==> config.mk <==
export PLATFORM = sky130hd
export DESIGN_NAME = tisp_ctrl
export DESIGN_NICKNAME = d
export VERILOG_FILES = /design/src/rtl/tisp_pkg.sv /design/src/rtl/tisp_ctrl.sv
export SDC_FILE = /design/constraint.sdc
export NUM_CORES = 1
export LEC_CHECK = 0
export ABC_AREA = 1
export BUFFER_PORTS_ARGS = -buffer_cell sky130_fd_sc_hd__buf_4
export CORE_AREA = 10 10 47 49
export CTS_CLUSTER_DIAMETER = 200
export CTS_CLUSTER_SIZE = 12
export DETAILED_ROUTE_END_ITERATION = 12
export DIE_AREA = 0 0 57 59
export SYNTH_ARGS = -nofsm -noshare
export SYNTH_HDL_FRONTEND = slang
export SYNTH_SLANG_ARGS = --single-unit
export TNS_END_PERCENT = 50
==> constraint.sdc <==
create_clock -name clk -period 1 [get_ports clk]
set_input_delay 0.2 -clock clk [delete_from_list [all_inputs] [get_ports clk]]
set_output_delay 0.2 -clock clk [all_outputs]
set_load 0.005 [all_outputs]
==> src/rtl/tisp_pkg.sv <==
// ----------------------------------------------------------------------------
// Trie package
// Types and constants shared by the trie controller, datapath and top level.
// ----------------------------------------------------------------------------
`timescale 1ns / 1ps
`default_nettype none

package tisp_pkg;

  localparam int NODE_COUNT_DEF    = 1024;
  localparam int ALPHABET_SIZE_DEF = 26;
  localparam int MODE_W            = 2;
  localparam int LETTER_W          = 5;

  localparam logic [MODE_W-1:0] MODE_INSERT = 2'd0;
  localparam logic [MODE_W-1:0] MODE_SEARCH = 2'd1;
  localparam logic [MODE_W-1:0] MODE_PREFIX = 2'd2;

  typedef enum logic [2:0] {
    ST_CLEAR,
    ST_IDLE,
    ST_STEP,
    ST_MARK,
    ST_FIN
  } tisp_state_t;

  typedef struct packed {
    logic clear;
    logic capture;
    logic step;
    logic finish;
  } tisp_cmd_t;

  typedef struct packed {
    logic clear_done;
    logic last;
  } tisp_sts_t;

endpackage

`default_nettype wire

==> src/rtl/tisp_ctrl.sv <==
// ----------------------------------------------------------------------------
// Trie controller
// Sequences the clearing pass and the per-item lookup, step and result phases.
// ----------------------------------------------------------------------------
`timescale 1ns / 1ps
`default_nettype none

module tisp_ctrl
  import tisp_pkg::*;
(
  input  wire logic      clk,
  input  wire logic      rst_n,
  input  wire logic      start,
  output logic           busy,
  input  wire tisp_sts_t sts,
  output tisp_cmd_t      cmd
);

  tisp_state_t state_r;
  tisp_state_t state_nxt;

  always_ff @(posedge clk) begin
    if (!rst_n) begin
      state_r <= ST_CLEAR;
    end else begin
      state_r <= state_nxt;
    end
  end

  always_comb begin
    state_nxt = state_r;
    case (state_r)
      ST_CLEAR: begin
        if (sts.clear_done) begin
          state_nxt = ST_IDLE;
        end
      end
      ST_IDLE: begin
        if (start) begin
          state_nxt = ST_STEP;
        end
      end
      ST_STEP: begin
        state_nxt = sts.last ? ST_MARK : ST_IDLE;
      end
      ST_MARK: begin
        state_nxt = ST_FIN;
      end
      ST_FIN: begin
        state_nxt = ST_IDLE;
      end
      default: begin
        state_nxt = ST_CLEAR;
      end
    endcase
  end

  always_comb begin
    busy    = 1'b1;
    cmd     = '0;
    case (state_r)
      ST_CLEAR: begin
        cmd.clear = 1'b1;
      end
      ST_IDLE: begin
        busy        = 1'b0;
        cmd.capture = start;
      end
      ST_STEP: begin
        cmd.step = 1'b1;
      end
      ST_MARK: begin
        busy = 1'b1;
      end
      ST_FIN: begin
        cmd.finish = 1'b1;
      end
      default: begin
        busy = 1'b1;
      end
    endcase
  end

endmodule

`default_nettype wire

==> qor.yml, run 1 <==
power_leakage_nw: 0.206
layout_worst_path_cycle_share_pct: 124
ff2ff_setup_slack_ns: -0.11
area_delta_synth_final_pct: 107
holdWs_ns: 0.246
ir_worst_vdd_uv: 476
synth_warnings: 0
fin_ws_ns: -0.244
syn_area_um2: 191
final_hold_viol_count: 0
grt_pass1_wl_mm: 1.06
fmax_mhz: 804
synth_edf_count: 0
ioPinCount: 10
slew_viol_final: 0
arrival_ns: 1.04
failed_checks: "setup timing"
met3_usage_pct: 2.15
yosys.area.top_type: "dfxtp_1"
synthDistinctLibCells: 11
layout-drive-gt1-share_pct: 54.7
dieArea_um2: 3360
numCtsBuffers: 3
synth_fp_nets: 37
min_from: "rst_n"
hold_class: "in2reg"
synth_area_per_cell_um2: 5.98
whs_path_depth: 3
antenna_found_initial: 0
wirelength_um: 670
die_w_um: 57
firstDrtPassIters: 4
synth.top_cells.by_area: "dfxtp_1 31%, nor2_1 18%, inv_1 16%"
rsz0062_at_grt: "yes"
path_max_fanout: 5
async_flop_share_pct: 0
max_slew_margin_pct: 83.2
cts.sinks: 3
use_met1_pct: 2.36
worstMarginPinSlew_ns: 0.250
r2r_end: "state_r[1]$_SDFFE_PN0P_"
drt_iter0_drc: 7
period_minus_slack_ns: 1.24
hpwl_um: 492
tns_ns: -1.12
r2r.worst_path.cells: 8
num_antenna_cells: 0
port_buffers: 9
busiest_layer: "met2"
cts_hold_buf: 0
via_per_inst: 4.10
grt_pass1_vias: 280
maxCapViolations: 0
min_to: "state_r[2]$_SDFFE_PN0P_"
crit_path_start_kind: "flip-flop"
powerDensity_nw_per_um2: 1460
yosysMostFrequentCell: "nor2_1"
cts-root-buf: "clkbuf_4"
drcViolationCount: 0
synth_seq_area_share_pct: 31.4
nNetsFinal: 59
synth_seq_cells: 3
crit_type: "reg2out"
die_h_um: 59
post-place-ws_ns: -0.0264
worstReg2RegStart: "state_r[0]$_SDFFE_PN0P_"
place.gp.congestion: 0.757
synth.cells.most_frequent: "9 x nor2_1, 8 x inv_1, 3 x dfxtp_1, 3 x nand3_1"
clock_skew_ns: 0.00241
fp-row-count: 14
endpoint_kind: "output port"
yosysTopAreaCellShare_pct: 31.4
setup_viol_count_final: 7
placed_cells: 61
design.core.area_um2: 1400
synth_cells: 32
wl_per_cell_um: 9.71
regMostFlops: "state_r"
cts.clk_slew.worst_paths_ns: 0.04
ant_nets: 0
cts_tree: "built"
fin_util_pct: 28.3
clk_latency_ns: 0.23
grt_max_degree: 6
largest_reg_flops: 3
clock_path_buffers: 2
grt_usage_pct: 4.22
start_util_pct: 13.7
grt_use_met2_pct: 7.91
cp.required_ns: 0.80
h-tree-depth: 1
reg_top3: "state_r (3)"
finalNonFillerCells: 69
ys.flop_type: "dfxtp_1"
grt_overflow: 0
vias: 283
status: "finished, violations left"
==> layout make-up <==
cell class,instances,area (µm²)
fill,170,1000
inverter,9,36.3
tap,16,20.0
sequential,3,68.8
multi-input combinational,20,114
timing repair buffer,17,131
clock buffer,4,26.3
==> where the power goes <==
group          switching [mW]  internal (mW)  total [mW]
Clock                  0.0591          0.149       0.208
Sequential             0.0160          0.130       0.146
Combinational          0.0931          0.130       0.223
==> metal layers <==
metal  routed length (µm)  vias to the layer above
met5                    0                        -
met4                    9                        0
met3                   23                        2
met2                  445                        4
met1                  191                      134
li1                     -                      143
==> worst max-delay path by stage <==
stage / startpoint / end / slack [ns] / depth (start not counted)
CTS: state_r[0]$_SDFFE_PN0P_ / cmd[2] / -0.27 / 5
detailed placement: state_r[0]$_SDFFE_PN0P_ / cmd[2] / -0.03 / 5
global placement: state_r[0]$_SDFFE_PN0P_ / cmd[2] / -0.01 / 5
finish: state_r[1]$_SDFFE_PN0P_ / cmd[2] / -0.24 / 4
global route: state_r[1]$_SDFFE_PN0P_ / cmd[2] / -0.31 / 4
floorplan: state_r[0]$_SDFFE_PN0P_ / cmd[2] / 0.03 / 4
==> critical path: stages, from the launching register on <==
cell     delay (ns)
dfxtp_4        0.36
nor3_4         0.19
inv_1          0.07
nor2_1         0.08
buf_4          0.11
==> kinds of logic after synthesis <==
group | count (synthesis) | share of synthesized area (%)
buffers and inverters | 9 | 17.6
AND/OR/NAND/NOR | 19 | 48.4
AO/OA/AOI/OAI | 1 | 2.61
flip-flops | 3 | 31.4
==> layout by cell type, fill, tap and decap left out <==
master,n
dfxtp_4,2
nand2_1,2
inv_2,2
buf_6,1
clkbuf_1,1
inv_1,6
dfxtp_2,1
nand4_1,2
nor3_4,1
nand3_1,3
nor2_4,1
nor2_1,7
nor2_2,1
buf_4,16
inv_4,1
nand3b_1,1
nor4_1,1
clkbuf_4,3
a21oi_1,1
==> through the flow <==
step	power (mW)	instance area, µm²
global placement	0.299	309
global route	0.635	397
CTS	0.567	369
detailed placement	0.302	309
floorplan	0.213	191
finish	0.578	397
==> repair_timing <==
| action | in CTS | in global routing |
|---|---|---|
| gates cloned | 0 | 0 |
| buffers inserted | 3 | 1 |
| endpoints found under the setup margin | 5 | 7 |
| gates resized for setup | 6 | 7 |
| pin swaps | 3 | 3 |
| endpoints found under the hold margin | 0 | 0 |
Note: power is estimated with default switching activity, not from simulation.
==> inputs of run 2 (changes only) <==
Settings changed: PLACE_DENSITY set to 0.36.
==> run 2 against run 1 <==
Net effect:
- the run still ends with setup timing left
- wire length down 4.2%
- die area unchanged
- fmax shrank 0.90%
- clock skew increased by 0.0026 ns
- critical path depth is the same
- first-iteration DRC count fell by 71%
- final area fell by 5.0%
- register-to-register slack improved by 0.16 ns
- combinational power is 16% lower
==> qor.yml, run 2 (same netlist as run 1, synthesis figures left out) <==
status: "finished, violations left"
failed_checks: "setup timing"
numCtsBuffers: 3  # unchanged
endpoint_kind: "output port"
final_cell_mix: "15 x buf_4, 8 x nor2_1, 6 x inv_1"
cts_tree: "built"
period_minus_slack_ns: 1.25  # +0.0113 ns
firstDrtPassIters: 2  # -2
nNetsFinal: 58  # -1.7%
grt_pass1_wl_mm: 1.00  # -5.2%
design.core.area_um2: 1400  # unchanged
fin_area_um2: 377  # -5.0%
slew_viol_final: 0  # unchanged
power_leakage_nw: 0.200  # -2.8%
slowest_stage: "dfxtp_4"
clock_path_buffers: 2  # unchanged
crit_type: "reg2out"
crit_path_start_kind: "flip-flop"
fillers: 165  # -2.9%
num_antenna_cells: 0  # unchanged
tns_ns: -0.973  # +0.144 ns
final_hold_viol_count: 0  # unchanged
port_buffers: 9  # unchanged
cts_hold_buf: 0  # unchanged
fin_total_pwr_mw: 0.554  # -4.2%
worstMarginPinSlew_ns: 0.203  # -0.0476 ns
die_w_um: 57  # unchanged
antenna_found_initial: 0  # unchanged
max_slew_margin_pct: 86.4  # +3.2 points
die_h_um: 59  # unchanged
cpPeakStageDelay_ns: 0.36  # about the same
cp.required_ns: 0.80  # about the same
start_util_pct: 13.7  # unchanged
via_per_inst: 3.81  # -7.1%
hold_class: "in2reg"
clk_latency_ns: 0.24  # about the same
maxCapViolations: 0  # unchanged
ioPinCount: 10  # unchanged
drt_iter0_drc: 2  # -5
final_common_cell: "buf_4"
layout_worst_path_cycle_share_pct: 125  # +1.1 points
holdWs_ns: 0.238  # -0.00871 ns
min_to: "state_r[2]$_SDFFE_PN0P_"
drcViolationCount: 0  # unchanged
vias: 259  # -8.5%
rsz0062_at_grt: "yes"
place.gp.congestion: 0.768  # +1.5%
r2r_end: "state_r[0]$_SDFFE_PN0P_"
grt_usage_pct: 4.02  # -0.21 points
area_delta_synth_final_pct: 96.7
hpwl_um: 505  # +2.7%
grt_max_degree: 6  # unchanged
ir_worst_vdd_uv: 681  # +43%
path_cells: "nor3_4, inv_2, nor2_1, buf_4"
layout-drive-gt1-share_pct: 51.9  # -2.8 points
path_max_fanout: 5  # unchanged
ff2ff_setup_slack_ns: 0.05  # +0.16 ns
post-place-ws_ns: -0.0222  # +0.00422 ns
setup_viol_count_final: 5  # -2
reg_top3: "state_r (3)"
grt_pass1_vias: 237  # -15%
fin_ws_ns: -0.255  # -0.0113 ns
largest_reg_flops: 3  # unchanged
grt_overflow: 0  # unchanged
regMostFlops: "state_r"
worstReg2RegStart: "state_r[1]$_SDFFE_PN0P_"
cts-root-buf: "clkbuf_4"
cts.clk_slew.worst_paths_ns: 0.04  # about the same
whs_path_depth: 3  # unchanged
cts.sinks: 3  # unchanged
min_from: "rst_n"
arrival_ns: 1.05  # about the same
wl_per_cell_um: 9.44  # -2.8%
powerDensity_nw_per_um2: 1470  # +0.85%
dieArea_um2: 3360  # unchanged
fp-row-count: 14  # unchanged
post_dp_cell_area_um2: 324  # +4.9%
clock_skew_ns: 0.00496  # +0.00255 ns
h-tree-depth: 1  # unchanged
fmax_mhz: 797  # -0.90%
wirelength_um: 642  # -4.2%
r2r.worst_path.cells: 5  # -3
ant_nets: 0  # unchanged
run 2: layout make-up:
class	instances	area (µm²)	share of cell area, %
clock buffer	4	26.3	6.98
inverter	9	33.8	8.97
multi-input combinational	20	106	28.2
sequential	3	66.3	17.6
tap	16	20.0	5.32
timing repair buffer	16	124	32.9
run 2: layer usage:
metal | up-vias | track usage, % | wire length, µm
li1 | 142 | - | -
met3 | 4 | 4.51 | 84
met2 | 9 | 5.58 | 255
met4 | 0 | 2.01 | 19
met1 | 104 | 3.55 | 283
met5 | - | 0 | 0
run 2: worst max path at each step:
stage / start / cells after the start / to / slack [ns]
6_report: state_r[1]$_SDFFE_PN0P_ / 4 / cmd[2] / -0.25
3_5_place_dp: state_r[1]$_SDFFE_PN0P_ / 4 / cmd[2] / -0.02
5_1_grt: state_r[1]$_SDFFE_PN0P_ / 4 / cmd[2] / -0.32
3_3_place_gp: state_r[0]$_SDFFE_PN0P_ / 5 / cmd[2] / -0.06
4_1_cts: state_r[1]$_SDFFE_PN0P_ / 4 / cmd[2] / -0.28
2_1_floorplan: state_r[0]$_SDFFE_PN0P_ / 4 / cmd[2] / 0.03
run 2: critical path: cells and delay by family (launching register included):
kind,cells,cell delay [ns]
AND/OR/NAND/NOR,2,0.29
buffers and inverters,2,0.17
flip-flops,1,0.36
run 2: where the power goes:
part           total, mW  leakage, nW  switching, mW  internal, mW
registers          0.148       0.0261         0.0156         0.133
clock network      0.217       0.0150         0.0675         0.150
logic              0.188        0.159         0.0797         0.109
run 2: metrics by stage:
stage	instances	util [%]
2_1_floorplan	32	-
3_3_place_gp	63	23.1
3_5_place_dp	63	23.1
4_1_cts	68	26.0
5_1_grt	68	26.9
6_report	68	26.9
run 2: repair_timing:
| action | 4_1_cts | 5_1_grt |
|---|---|---|
| setup buffers | 1 | 0 |
| resized for setup | 4 | 5 |
| pin swaps | 1 | 0 |
| endpoints found under the setup margin | 5 | 7 |
==> inputs of run 3 (changes only) <==
Settings changed: CORE_AREA 10 10 47 49 to 4 4 41 43, DIE_AREA 0 0 57 59 to 0 0 45 47, PLACE_DENSITY 0.36 to not set, PLACE_DENSITY_LB_ADDON set to 0.15, TNS_END_PERCENT 50 to 5.
==> run 3 against run 2 <==
Net effect:
- the run still ends with setup timing left
- highest routed layer unchanged
- global-route usage increased by 2.0 points
- core utilization decreased by 0.62 points
- critical path type unchanged
- critical path depth unchanged
- flip-flop and latch count unchanged
- clock-buffer cell count is the same
==> qor.yml, run 3 (same netlist as run 1, synthesis figures left out) <==
ant_nets: 0  # unchanged
fin_total_pwr_mw: 0.522  # -5.7%
vias: 246  # -5.0%
wl_per_cell_um: 8.41  # -11%
fin_ws_ns: -0.238  # +0.0173 ns
layout-drive-gt1-share_pct: 45.8  # -6.1 points
via_per_inst: 3.90  # +2.5%
max_slew_margin_pct: 85.2  # -1.2 points
regMostFlops: "state_r"
cts_tree: "built"
final_cell_mix: "12 x buf_4, 8 x nor2_1, 7 x inv_1"
period_minus_slack_ns: 1.24  # -0.0173 ns
hpwl_um: 428  # -15%
power_leakage_nw: 0.178  # -11%
cts_hold_buf: 0  # unchanged
drt_iter0_drc: 4  # +2
cts.clk_slew.worst_paths_ns: 0.03  # about the same
crit_path_start_kind: "flip-flop"
area_delta_synth_final_pct: 78.4
fp-row-count: 13  # -1
clock_path_buffers: 2  # unchanged
hold_class: "in2reg"
failed_checks: "setup timing"
slew_viol_final: 0  # unchanged
rsz0062_at_grt: "yes"
clk_latency_ns: 0.23  # about the same
die_w_um: 45  # -21%
min_from: "rst_n"
grt_max_degree: 6  # unchanged
status: "finished, violations left"
r2r_end: "state_r[1]$_SDFFE_PN0P_"
fmax_mhz: 808  # +1.4%
cts.sinks: 3  # unchanged
ioPinCount: 10  # unchanged
endpoint_kind: "output port"
ff2ff_setup_slack_ns: 0.06  # about the same
port_buffers: 9  # unchanged
antenna_found_initial: 0  # unchanged
start_util_pct: 14.7  # +1.1 points
design.core.area_um2: 1300  # -7.1%
whs_path_depth: 3  # unchanged
die_h_um: 47  # -20%
cp.required_ns: 0.80  # about the same
setup_viol_count_final: 5  # unchanged
ir_worst_vdd_uv: 806  # +18%
num_antenna_cells: 0  # unchanged
place.gp.congestion: 0.720  # -6.4%
final_hold_viol_count: 0  # unchanged
arrival_ns: 1.04  # about the same
h-tree-depth: 1  # unchanged
worstMarginPinSlew_ns: 0.220  # +0.0176 ns
nNetsFinal: 54  # -6.9%
wirelength_um: 530  # -17%
maxCapViolations: 0  # unchanged
largest_reg_flops: 3  # unchanged
final_common_cell: "buf_4"
dieArea_um2: 2120  # -37%
layout_worst_path_cycle_share_pct: 124  # -1.7 points
worstReg2RegStart: "state_r[0]$_SDFFE_PN0P_"
drcViolationCount: 0  # unchanged
firstDrtPassIters: 2  # unchanged
path_cells: "nor3_4, inv_1, nor2_1, buf_4"
min_to: "state_r[2]$_SDFFE_PN0P_"
holdWs_ns: 0.228  # -0.0102 ns
numCtsBuffers: 3  # unchanged
grt_overflow: 0  # unchanged
grt_pass1_vias: 224  # -5.5%
reg_top3: "state_r (3)"
grt_usage_pct: 6.00  # +2.0 points
crit_type: "reg2out"
powerDensity_nw_per_um2: 1530  # +4.0%
grt_pass1_wl_um: 855  # -14%
cpPeakStageDelay_ns: 0.35  # about the same
fin_util_pct: 26.3  # -0.62 points
cts-root-buf: "clkbuf_4"
path_max_fanout: 5  # unchanged
r2r.worst_path.cells: 6  # +1
postCtsSetupRepairBufs: 0  # -1
clock_skew_ns: 0.0000832  # -0.00487 ns
slowest_stage: "dfxtp_2"
-- run 3: changes by cell type in the layout (fill, tap and decap cells not counted), sizes merged --
cell,change
buf,-4
-- run 3: worst max-delay path by stage --
stage                     slack (ns)  depth (start not counted)     end               startpoint
after CTS                      -0.27                          4  cmd[2]  state_r[1]$_SDFFE_PN0P_
after global placement         -0.08                          4  cmd[3]  state_r[1]$_SDFFE_PN0P_
after floorplan                 0.03                          4  cmd[2]  state_r[0]$_SDFFE_PN0P_
final                          -0.24                          4  cmd[2]  state_r[1]$_SDFFE_PN0P_
after global routing           -0.32                          4  cmd[2]  state_r[1]$_SDFFE_PN0P_
after detailed placement       -0.04                          4  cmd[2]  state_r[1]$_SDFFE_PN0P_
-- run 3: critical path, delay by kind of cell, from the launching register on --
kind	cells	cell delay (ns)
flip-flops	1	0.35
buffers and inverters	2	0.18
AND/OR/NAND/NOR	2	0.27
-- run 3: stage by stage --
step / TNS (ns) / cells / setup WS [ns] / area (µm²)
2_1_floorplan: 0 / 32 / 0.0343 / 191
3_3_place_gp: -0.249 / 59 / -0.0789 / 300
3_5_place_dp: -0.0598 / 59 / -0.0357 / 300
4_1_cts: -1.18 / 63 / -0.271 / 330
5_1_grt: -1.39 / 63 / -0.317 / 342
6_report: -1.04 / 63 / -0.238 / 342
-- run 3: power breakdown --
group | switching, mW | internal [mW]
Clock | 0.0615 | 0.149
Combinational | 0.0730 | 0.0887
Sequential | 0.0156 | 0.134
-- run 3: timing repair --
| action | in CTS | in global routing |
|---|---|---|
| setup endpoints to repair | 5 | 6 |
| resized for setup | 3 | 4 |
| cloned | 0 | 0 |
| endpoints found under the hold margin | 0 | 0 |
| pin swaps | 0 | 0 |
-- run 3: cell type report --
| cell class | instances | area, µm² |
|---|---|---|
| Fill cell | 155 | 960 |
| Multi-Input combinational cell | 20 | 106 |
| Timing Repair Buffer | 12 | 90.1 |
| Sequential cell | 3 | 66.3 |
| Inverter | 9 | 33.8 |
| Clock buffer | 4 | 26.3 |
| Tap cell | 15 | 18.8 |
-- run 3: metal layers --
layer  global-route usage (%)  vias to the layer above  wire length, µm
li1                         -                      131                -
met4                     3.51                        0               12
met5                        0                        -                0
met2                     7.34                       11              209
met3                     5.36                        2               72
met1                     6.80                      102              235
